$ cat config.mk
export PLATFORM = sky130hd
export DESIGN_NAME = lifo_with_keyed_delete_core
export DESIGN_NICKNAME = d
export VERILOG_FILES = /design/src/sv/lkd_pkg.sv /design/src/sv/lkd_ctrl.sv /design/src/sv/lkd_dp.sv /design/src/sv/lifo_with_keyed_delete_core.sv
export SDC_FILE = /design/constraint.sdc
export NUM_CORES = 2
export LEC_CHECK = 0
export ABC_AREA = 0
export BUFFER_PORTS_ARGS = -buffer_cell sky130_fd_sc_hd__buf_2
export CORE_ASPECT_RATIO = 0.5
export CORE_UTILIZATION = 60
export DETAILED_ROUTE_END_ITERATION = 10
export GPL_ROUTABILITY_DRIVEN = 1
export PLACE_DENSITY_LB_ADDON = 0.3
export SYNTH_ARGS = -nofsm -noshare
export SYNTH_HDL_FRONTEND = slang
export SYNTH_SLANG_ARGS = --single-unit
$ cat constraint.sdc
create_clock -name clk -period 12.75 [get_ports clk]
set_input_delay 2.55 -clock clk [delete_from_list [all_inputs] [get_ports clk]]
set_output_delay 2.55 -clock clk [all_outputs]
set_load 0.05 [all_outputs]
$ cat src/sv/lkd_pkg.sv
// Shared types, codes and sizes for the keyed-delete candidate stack.
// Used by lkd_ctrl, lkd_dp and lifo_with_keyed_delete_core; no dependencies.
package lkd_pkg;

    localparam int LIST_DEPTH  = 16;
    localparam int HANDLE_BITS = 8;
    localparam int GUID_W      = 32;
    localparam int IDX_W       = $clog2(LIST_DEPTH);
    localparam int CNT_W       = $clog2(LIST_DEPTH + 1);
    localparam int ACT_W       = 2;
    localparam int STAT_W      = 2;

    typedef enum logic [ACT_W-1:0] {
        ACT_PUSH   = 2'd0,
        ACT_POP    = 2'd1,
        ACT_REMOVE = 2'd2,
        ACT_NOP    = 2'd3
    } action_t;

    typedef enum logic [STAT_W-1:0] {
        ST_OK    = 2'd0,
        ST_FULL  = 2'd1,
        ST_EMPTY = 2'd2
    } status_t;

    // What the result register is loaded with.
    typedef enum logic [2:0] {
        RES_NONE,
        RES_OK,
        RES_FULL,
        RES_POP_EMPTY,
        RES_POP_DATA,
        RES_FOUND
    } res_kind_t;

    typedef enum logic [1:0] {
        RD_TOP,
        RD_PTR,
        RD_PTR_UP
    } rd_sel_t;

    typedef enum logic {
        WR_INPUT,
        WR_SHIFT
    } wr_sel_t;

    typedef struct packed {
        logic [GUID_W-1:0]      guid_first;
        logic [GUID_W-1:0]      guid_second;
        logic [HANDLE_BITS-1:0] owner;
    } entry_t;

    // Controller to datapath.
    typedef struct packed {
        logic      capture_in;
        logic      mem_rd;
        rd_sel_t   rd_sel;
        logic      mem_wr;
        wr_sel_t   wr_sel;
        logic      ptr_load_top;
        logic      ptr_inc;
        logic      ptr_dec;
        logic      count_inc;
        logic      count_dec;
        res_kind_t res_kind;
        logic      load_out;
    } dp_cmd_t;

    // Datapath to controller.
    typedef struct packed {
        action_t act;
        logic    full;
        logic    empty;
        logic    match;
        logic    ptr_zero;
        logic    ptr_last;
        logic    ptr_next_last;
    } dp_stat_t;

endpackage

$ cat src/sv/lkd_ctrl.sv
// Sequencing state machine of the candidate stack: decodes the action,
// walks the search and gap-closing loops and owns the result beat valid.
// Depends on lkd_pkg.
module lkd_ctrl
    import lkd_pkg::*;
(
    input  logic     clk,
    input  logic     rst_n,
    input  logic     in_valid,
    output logic     in_ready,
    output logic     out_valid,
    input  logic     out_ready,
    input  dp_stat_t stat,
    output dp_cmd_t  cmd
);

    typedef enum logic [2:0] {
        S_IDLE,
        S_DISPATCH,
        S_POP_DATA,
        S_SRCH_RD,
        S_SRCH_CMP,
        S_SH_RD,
        S_SH_WR,
        S_RESP
    } state_t;

    state_t state_reg, state_next;
    logic   out_valid_reg, out_valid_next;
    logic   slot_free;

    assign in_ready  = (state_reg == S_IDLE);
    assign out_valid = out_valid_reg;
    assign slot_free = !out_valid_reg || out_ready;

    always_comb
    begin
        cmd            = '0;
        cmd.rd_sel     = RD_TOP;
        cmd.wr_sel     = WR_INPUT;
        cmd.res_kind   = RES_NONE;
        state_next     = state_reg;
        out_valid_next = out_valid_reg && !out_ready;
        unique case (state_reg)
            S_IDLE:
            begin
                if (in_valid)
                begin
                    cmd.capture_in = 1'b1;
                    state_next     = S_DISPATCH;
                end
            end
            S_DISPATCH:
            begin
                state_next = S_RESP;
                unique case (stat.act)
                    ACT_PUSH:
                    begin
                        if (stat.full)
                        begin
                            cmd.res_kind = RES_FULL;
                        end
                        else
                        begin
                            cmd.mem_wr    = 1'b1;
                            cmd.wr_sel    = WR_INPUT;
                            cmd.count_inc = 1'b1;
                            cmd.res_kind  = RES_OK;
                        end
                    end
                    ACT_POP:
                    begin
                        if (stat.empty)
                        begin
                            cmd.res_kind = RES_POP_EMPTY;
                        end
                        else
                        begin
                            cmd.mem_rd    = 1'b1;
                            cmd.rd_sel    = RD_TOP;
                            cmd.count_dec = 1'b1;
                            state_next    = S_POP_DATA;
                        end
                    end
                    ACT_REMOVE:
                    begin
                        if (stat.empty)
                        begin
                            cmd.res_kind = RES_OK;
                        end
                        else
                        begin
                            cmd.ptr_load_top = 1'b1;
                            state_next       = S_SRCH_RD;
                        end
                    end
                    default:
                    begin
                        cmd.res_kind = RES_OK;
                    end
                endcase
            end
            S_POP_DATA:
            begin
                cmd.res_kind = RES_POP_DATA;
                state_next   = S_RESP;
            end
            S_SRCH_RD:
            begin
                cmd.mem_rd = 1'b1;
                cmd.rd_sel = RD_PTR;
                state_next = S_SRCH_CMP;
            end
            S_SRCH_CMP:
            begin
                if (stat.match)
                begin
                    if (stat.ptr_last)
                    begin
                        cmd.count_dec = 1'b1;
                        cmd.res_kind  = RES_FOUND;
                        state_next    = S_RESP;
                    end
                    else
                    begin
                        state_next = S_SH_RD;
                    end
                end
                else if (stat.ptr_zero)
                begin
                    cmd.res_kind = RES_OK;
                    state_next   = S_RESP;
                end
                else
                begin
                    cmd.ptr_dec = 1'b1;
                    state_next  = S_SRCH_RD;
                end
            end
            S_SH_RD:
            begin
                cmd.mem_rd = 1'b1;
                cmd.rd_sel = RD_PTR_UP;
                state_next = S_SH_WR;
            end
            S_SH_WR:
            begin
                cmd.mem_wr  = 1'b1;
                cmd.wr_sel  = WR_SHIFT;
                cmd.ptr_inc = 1'b1;
                if (stat.ptr_next_last)
                begin
                    cmd.count_dec = 1'b1;
                    cmd.res_kind  = RES_FOUND;
                    state_next    = S_RESP;
                end
                else
                begin
                    state_next = S_SH_RD;
                end
            end
            S_RESP:
            begin
                if (slot_free)
                begin
                    cmd.load_out   = 1'b1;
                    out_valid_next = 1'b1;
                    state_next     = S_IDLE;
                end
            end
            default:
            begin
                state_next = S_IDLE;
            end
        endcase
    end

    always_ff @(posedge clk or negedge rst_n)
    begin
        if (!rst_n)
        begin
            state_reg     <= S_IDLE;
            out_valid_reg <= 1'b0;
        end
        else
        begin
            state_reg     <= state_next;
            out_valid_reg <= out_valid_next;
        end
    end

endmodule

$ cat src/sv/lkd_dp.sv
// Datapath of the candidate stack: entry memory, occupancy count, scan
// pointer, captured request, result staging and the result beat register.
// Depends on lkd_pkg.
module lkd_dp
    import lkd_pkg::*;
(
    input  logic                   clk,
    input  logic                   rst_n,
    input  dp_cmd_t                cmd,
    output dp_stat_t               stat,
    input  logic [ACT_W-1:0]       action,
    input  logic [GUID_W-1:0]      guid_first,
    input  logic [GUID_W-1:0]      guid_second,
    input  logic [HANDLE_BITS-1:0] owner_handle,
    output logic                   found,
    output logic [GUID_W-1:0]      out_guid_first,
    output logic [GUID_W-1:0]      out_guid_second,
    output logic [HANDLE_BITS-1:0] out_owner_handle,
    output logic [STAT_W-1:0]      status,
    output logic [CNT_W-1:0]       occupancy
);

    entry_t mem [LIST_DEPTH];

    action_t                act_reg;
    entry_t                 req_reg;
    entry_t                 rd_data_reg;
    logic [CNT_W-1:0]       count_reg, count_next;
    logic [IDX_W-1:0]       ptr_reg, ptr_next;
    logic [IDX_W-1:0]       rd_addr, wr_addr;
    entry_t                 wr_data;
    logic [CNT_W-1:0]       ptr_plus1, ptr_plus2;

    logic                   res_found_reg;
    logic [GUID_W-1:0]      res_g1_reg, res_g2_reg;
    logic [HANDLE_BITS-1:0] res_h_reg;
    status_t                res_status_reg;

    logic                   out_found_reg;
    logic [GUID_W-1:0]      out_g1_reg, out_g2_reg;
    logic [HANDLE_BITS-1:0] out_h_reg;
    logic [STAT_W-1:0]      out_status_reg;
    logic [CNT_W-1:0]       out_occ_reg;

    assign ptr_plus1 = CNT_W'(ptr_reg) + CNT_W'(1);
    assign ptr_plus2 = CNT_W'(ptr_reg) + CNT_W'(2);

    assign stat.act           = act_reg;
    assign stat.full          = (count_reg == CNT_W'(LIST_DEPTH));
    assign stat.empty         = (count_reg == '0);
    assign stat.match         = (rd_data_reg == req_reg);
    assign stat.ptr_zero      = (ptr_reg == '0);
    assign stat.ptr_last      = (ptr_plus1 == count_reg);
    assign stat.ptr_next_last = (ptr_plus2 == count_reg);

    always_comb
    begin
        unique case (cmd.rd_sel)
            RD_TOP:    rd_addr = IDX_W'(count_reg - CNT_W'(1));
            RD_PTR:    rd_addr = ptr_reg;
            RD_PTR_UP: rd_addr = IDX_W'(ptr_plus1);
            default:   rd_addr = ptr_reg;
        endcase
        unique case (cmd.wr_sel)
            WR_INPUT:
            begin
                wr_addr = IDX_W'(count_reg);
                wr_data = req_reg;
            end
            WR_SHIFT:
            begin
                wr_addr = ptr_reg;
                wr_data = rd_data_reg;
            end
            default:
            begin
                wr_addr = ptr_reg;
                wr_data = rd_data_reg;
            end
        endcase
    end

    always_ff @(posedge clk)
    begin
        if (cmd.mem_wr)
        begin
            mem[wr_addr] <= wr_data;
        end
        if (cmd.mem_rd)
        begin
            rd_data_reg <= mem[rd_addr];
        end
    end

    always_comb
    begin
        count_next = count_reg;
        if (cmd.count_inc)
        begin
            count_next = count_reg + CNT_W'(1);
        end
        else if (cmd.count_dec)
        begin
            count_next = count_reg - CNT_W'(1);
        end
        ptr_next = ptr_reg;
        if (cmd.ptr_load_top)
        begin
            ptr_next = IDX_W'(count_reg - CNT_W'(1));
        end
        else if (cmd.ptr_inc)
        begin
            ptr_next = ptr_reg + IDX_W'(1);
        end
        else if (cmd.ptr_dec)
        begin
            ptr_next = ptr_reg - IDX_W'(1);
        end
    end

    always_ff @(posedge clk or negedge rst_n)
    begin
        if (!rst_n)
        begin
            count_reg <= '0;
        end
        else
        begin
            count_reg <= count_next;
        end
    end

    always_ff @(posedge clk)
    begin
        ptr_reg <= ptr_next;
        if (cmd.capture_in)
        begin
            act_reg             <= action_t'(action);
            req_reg.guid_first  <= guid_first;
            req_reg.guid_second <= guid_second;
            req_reg.owner       <= owner_handle;
        end
    end

    // Result staging: fields are built as the step finishes.
    always_ff @(posedge clk)
    begin
        unique case (cmd.res_kind)
            RES_NONE:
            begin
            end
            RES_OK, RES_FULL:
            begin
                res_found_reg  <= 1'b0;
                res_g1_reg     <= '0;
                res_g2_reg     <= '0;
                res_h_reg      <= '0;
                res_status_reg <= (cmd.res_kind == RES_FULL) ? ST_FULL : ST_OK;
            end
            RES_POP_EMPTY:
            begin
                res_found_reg  <= 1'b0;
                res_g1_reg     <= '1;
                res_g2_reg     <= '1;
                res_h_reg      <= '0;
                res_status_reg <= ST_EMPTY;
            end
            RES_POP_DATA:
            begin
                res_found_reg  <= 1'b1;
                res_g1_reg     <= rd_data_reg.guid_first;
                res_g2_reg     <= rd_data_reg.guid_second;
                res_h_reg      <= rd_data_reg.owner;
                res_status_reg <= ST_OK;
            end
            RES_FOUND:
            begin
                res_found_reg  <= 1'b1;
                res_g1_reg     <= '0;
                res_g2_reg     <= '0;
                res_h_reg      <= '0;
                res_status_reg <= ST_OK;
            end
            default:
            begin
            end
        endcase
    end

    always_ff @(posedge clk)
    begin
        if (cmd.load_out)
        begin
            out_found_reg  <= res_found_reg;
            out_g1_reg     <= res_g1_reg;
            out_g2_reg     <= res_g2_reg;
            out_h_reg      <= res_h_reg;
            out_status_reg <= res_status_reg;
            out_occ_reg    <= count_reg;
        end
    end

    assign found            = out_found_reg;
    assign out_guid_first   = out_g1_reg;
    assign out_guid_second  = out_g2_reg;
    assign out_owner_handle = out_h_reg;
    assign status           = out_status_reg;
    assign occupancy        = out_occ_reg;

endmodule

$ cat src/sv/lifo_with_keyed_delete_core.sv
// Top level of the bounded candidate stack with delete by key.
// Instantiates lkd_ctrl and lkd_dp; depends on lkd_pkg.
//
//  Channel   Direction  Handshake            Beat contents
//  in        sink       in_valid/in_ready    action, guid_first, guid_second, owner_handle
//  out       source     out_valid/out_ready  found, out_guid_first, out_guid_second,
//                                            out_owner_handle, status, occupancy
//
// One request is worked on at a time. A push, a refused push, a pop of an
// empty list, a removal from an empty list or the no-operation code passes
// through the dispatch state to the response state; a pop with data also
// passes through a read state. A removal scans the entries from the top
// down, each comparison waiting on the registered read of the single entry
// memory, and then closes the gap by reading and rewriting each moved entry
// in turn. The core is ready for the next request beat in the cycle in which
// the result beat appears.
// Reset empties the list at once; the entry memory itself is never cleared,
// as only entries below the occupancy count are ever read.
// A new request is taken while an earlier result beat still waits in the
// output register; only the finishing step of that request stalls on it.
module lifo_with_keyed_delete_core
    import lkd_pkg::*;
(
    input  logic                   clk,
    input  logic                   rst_n,
    input  logic                   in_valid,
    output logic                   in_ready,
    input  logic [ACT_W-1:0]       action,
    input  logic [GUID_W-1:0]      guid_first,
    input  logic [GUID_W-1:0]      guid_second,
    input  logic [HANDLE_BITS-1:0] owner_handle,
    output logic                   out_valid,
    input  logic                   out_ready,
    output logic                   found,
    output logic [GUID_W-1:0]      out_guid_first,
    output logic [GUID_W-1:0]      out_guid_second,
    output logic [HANDLE_BITS-1:0] out_owner_handle,
    output logic [STAT_W-1:0]      status,
    output logic [CNT_W-1:0]       occupancy
);

    dp_cmd_t  cmd;
    dp_stat_t stat;

    // The controller decides every step; the datapath only obeys commands
    // and reports the few flags the sequencing needs.
    lkd_ctrl u_ctrl (
        .clk       (clk),
        .rst_n     (rst_n),
        .in_valid  (in_valid),
        .in_ready  (in_ready),
        .out_valid (out_valid),
        .out_ready (out_ready),
        .stat      (stat),
        .cmd       (cmd)
    );

    lkd_dp u_dp (
        .clk              (clk),
        .rst_n            (rst_n),
        .cmd              (cmd),
        .stat             (stat),
        .action           (action),
        .guid_first       (guid_first),
        .guid_second      (guid_second),
        .owner_handle     (owner_handle),
        .found            (found),
        .out_guid_first   (out_guid_first),
        .out_guid_second  (out_guid_second),
        .out_owner_handle (out_owner_handle),
        .status           (status),
        .occupancy        (occupancy)
    );

    // The list can never report more entries than it has slots.
    a_occ_bound: assert property (@(posedge clk) disable iff (!rst_n)
        out_valid |-> (occupancy <= CNT_W'(LIST_DEPTH)))
        else $error("occupancy beyond list depth");

    // A refused push happens only on a full list and never reports a hit.
    a_full_beat: assert property (@(posedge clk) disable iff (!rst_n)
        (out_valid && (status == ST_FULL)) |->
            (!found && (occupancy == CNT_W'(LIST_DEPTH))))
        else $error("refused push with wrong fields");

    // A pop on an empty list leaves it empty and returns the all-ones key.
    a_empty_beat: assert property (@(posedge clk) disable iff (!rst_n)
        (out_valid && (status == ST_EMPTY)) |->
            (!found && (occupancy == '0) && (out_guid_first == '1)
             && (out_guid_second == '1)))
        else $error("empty pop with wrong fields");

    // A hit is always reported with a good status.
    a_found_ok: assert property (@(posedge clk) disable iff (!rst_n)
        (out_valid && found) |-> (status == ST_OK))
        else $error("hit reported with error status");

    // Requests are only taken while the previous one has been fully handed on
    // to the output register or is not under way at all.
    a_busy_no_take: assert property (@(posedge clk) disable iff (!rst_n)
        (in_valid && in_ready) |=> !in_ready)
        else $error("second request taken while busy");

endmodule
==> flow_summary.json <==
{
  "cp.required_ns": 13.15,
  "period_needed_ns": 4.90,
  "cts.sinks": 1466,
  "dr.pass1.iters": 7,
  "grtUsageTotal_pct": 28.6,
  "setup-violations-final": 0,
  "cts_root_buf": "clkbuf_16",
  "avgSynthCellArea_um2": 20.5,
  "yosysWarningCount": 0,
  "synth_top_flop_cell": "edfxtp_1",
  "cts.path.max_buffers": 3,
  "combPwrFrac_pct": 40.1,
  "fmax_mhz": 204,
  "grt_setup_unrepaired": "false",
  "start_kind": "flop",
  "multi_input_area_um2": 12000,
  "ff_latch_area_um2": 44000,
  "power.net_switching_w": 0.00649,
  "dieArea_um2": 95600,
  "tightest_slew_ns": 1.11,
  "wl_met1_um": 53400,
  "initialDrtViolationCount": 4481,
  "p_per_area_nw_per_um2": 288,
  "htree_levels": 3,
  "num_rows": 79,
  "clock_latency_ns": 0.74,
  "cap_viol_max_count": 0,
  "grt_pass1_vias": 27589,
  "dr_total_vias": 28375,
  "leakage_nw": 20.2,
  "gp_congestion": 0.850,
  "port_buffers": 159,
  "final.period_utilization_pct": 38.4,
  "initial_core_util_pct": 60.7,
  "synth.distinct_cells": 49,
  "grt_pass1_wl_um": 192000,
  "antenna_found_initial": 7,
  "layout_setup_ws_ns": 7.85,
  "syn_nets": 2858,
  "power_w": 0.0181,
  "fin_skew_ns": 0.0198,
  "die_w_um": 436,
  "path_class": "reg -> reg",
  "drive_gt1_share_pct": 23.1,
  "final_util_pct": 67.3,
  "antenna_cells": 0,
  "vias_per_cell": 6.58,
  "fin_nets": 3048,
  "drv_slew": 0,
  "drc": 0,
  "ys_ff_latch": 1466,
  "synth_edf_count": 1457,
  "netlist_instances": 2767,
  "cts_tree": "yes",
  "hold_violations": 0,
  "finalSetupTns_ns": 0,
  "gr-total-overflow": 0,
  "fp.coreArea_um2": 93200,
  "p_sw_share_pct": 36.0,
  "ctsHoldBuffers": 0,
  "met3WireLength_um": 15700,
  "top_layer_used": "met5",
  "cp-end-kind": "flop",
  "clk_pin_slew_worst_paths_ns": 0.07,
  "synth-seq-area-share_pct": 77.7,
  "dp_hpwl_um": 74600,
  "power.internal_w": 0.0116,
  "vdd_drop_max_v": 0.000314,
  "dieHeight_um": 219,
  "slew_headroom_pct": 26.2,
  "clkPwrFrac_pct": 20.5,
  "post_drt_wl_per_cell_um": 31.4,
  "route.met2.wl_um": 62500,
  "mostFrequentLayoutCell": "edfxtp_1",
  "cts_setup_buffers": 0,
  "drt-total-wl_um": 135000,
  "path_max_fanout": 138,
  "async_flop_share_pct": 0.614,
  "ant_nets": 0,
  "synth.cell_area_um2": 56600,
  "cts_buffers": 119,
  "critPathArrivalTime_ns": 5.30,
  "status": "finished clean",
  "hp-class": "reg -> reg",
  "ios": 160,
  "seqPwrFrac_pct": 39.4,
  "grt_max_degree": 139,
  "layout_common_cells": "edfxtp_1 (1457), mux4_2 (288), nand2_1 (240)",
  "largest_register_ffs": 1152,
  "n_fill_cell": 5667,
  "area_growth_pct": 10.9,
  "ctsResizeCount": 0,
  "dp_slack_ns": 7.87
}
## path summary, 6_finish.rpt
| check | from | endpoint | slack, ns | cells after the start |
|---|---|---|---|---|
| worst min register to register | u_dp.res_g1_reg[16] | u_dp.out_guid_first[16] | 0.42 | 0 |
| min in group asynchronous | rst_n | u_ctrl.state_reg[0] | 1.67 | 1 |
| worst max register to register | u_dp.count_reg[0] | u_dp.rd_data_reg[13] | 7.85 | 9 |
| worst min-delay path | u_dp.res_g1_reg[16] | u_dp.out_guid_first[16] | 0.42 | 0 |
| worst max-delay path | u_dp.count_reg[0] | u_dp.rd_data_reg[13] | 7.85 | 9 |
| max in group asynchronous | rst_n | u_dp.count_reg[0] | 10.87 | 1 |
## Yosys cell counts (11+ instances only)
library cell	count	share of area [%]
xor2_1	13	0.20
a211oi_1	73	0.97
nor2b_1	75	0.83
mux4_2	288	11
nand3_1	11	0.097
buf_2	42	0.37
nor2_1	39	0.26
nand2_1	240	1.6
mux2i_1	74	1.3
nand4_1	19	0.21
xnor2_1	77	1.2
buf_1	11	0.073
a21oi_1	83	0.73
clkbuf_1	70	0.46
buf_6	14	0.28
edfxtp_1	1457	77
a21o_1	65	0.86
ha_1	12	0.27
## area by class of cell
class / instances / share of cell area, %
Clock buffer: 135 / 4.84
Timing Repair Buffer: 214 / 1.97
Clock inverter: 86 / 1.37
Inverter: 10 / 0.0638
Tap cell: 1255 / 2.50
Sequential cell: 1466 / 70.1
Multi-Input combinational cell: 1146 / 19.2
## critical path, cell delays in order, from the launching register on
cell and delay, ns:
dfrtp_1 0.63, inv_1 0.23, ha_1 0.44, a22o_4 0.55, buf_12 0.64, buf_4 0.87, mux4_2 0.40, nor2b_1 0.14
a211oi_1 0.31, a21oi_1 0.16
## kinds of logic (layout without fill, tap and decap cells)
logic type                 after synthesis  after routing  share of synthesized area, %
AOI/OAI and AO/OA                      250            250                          2.92
xor gates and xnor gates                90             90                          1.39
adders and majority gates               13             13                         0.301
buffers and inverters                  155            445                          1.36
DFF                                   1466           1466                          77.7
muxes                                  363            363                          12.8
and+or+nand+nor                        430            430                          3.51
## power by group through the flow
stage	Sequential, W	Combinational, W	Clock (W)
finish	0.00712	0.00723	0.00370
global route	0.00716	0.00768	0.00392
CTS	0.00711	0.00723	0.00373
detailed placement	0.00720	0.00716	0
global placement	0.00718	0.00704	0
floorplan	0.00732	0.00507	0
## routing by layer
metal	GRT usage, %	vias up
met4	8.63	6
met2	43.0	1836
li1	-	11559
met5	0	-
met3	6.46	212
met1	42.6	14762
## per-stage QoR
step	cell area (µm²)	std cells	hold WS, ns
after floorplan	56600	2767	0.400
after global placement	58900	4091	0.401
after detailed placement	58900	4091	0.405
after CTS	62800	4312	0.419
after global routing	62800	4312	0.425
final	62800	4312	0.420
No activity file was read; power rests on OpenSTA's default activity.
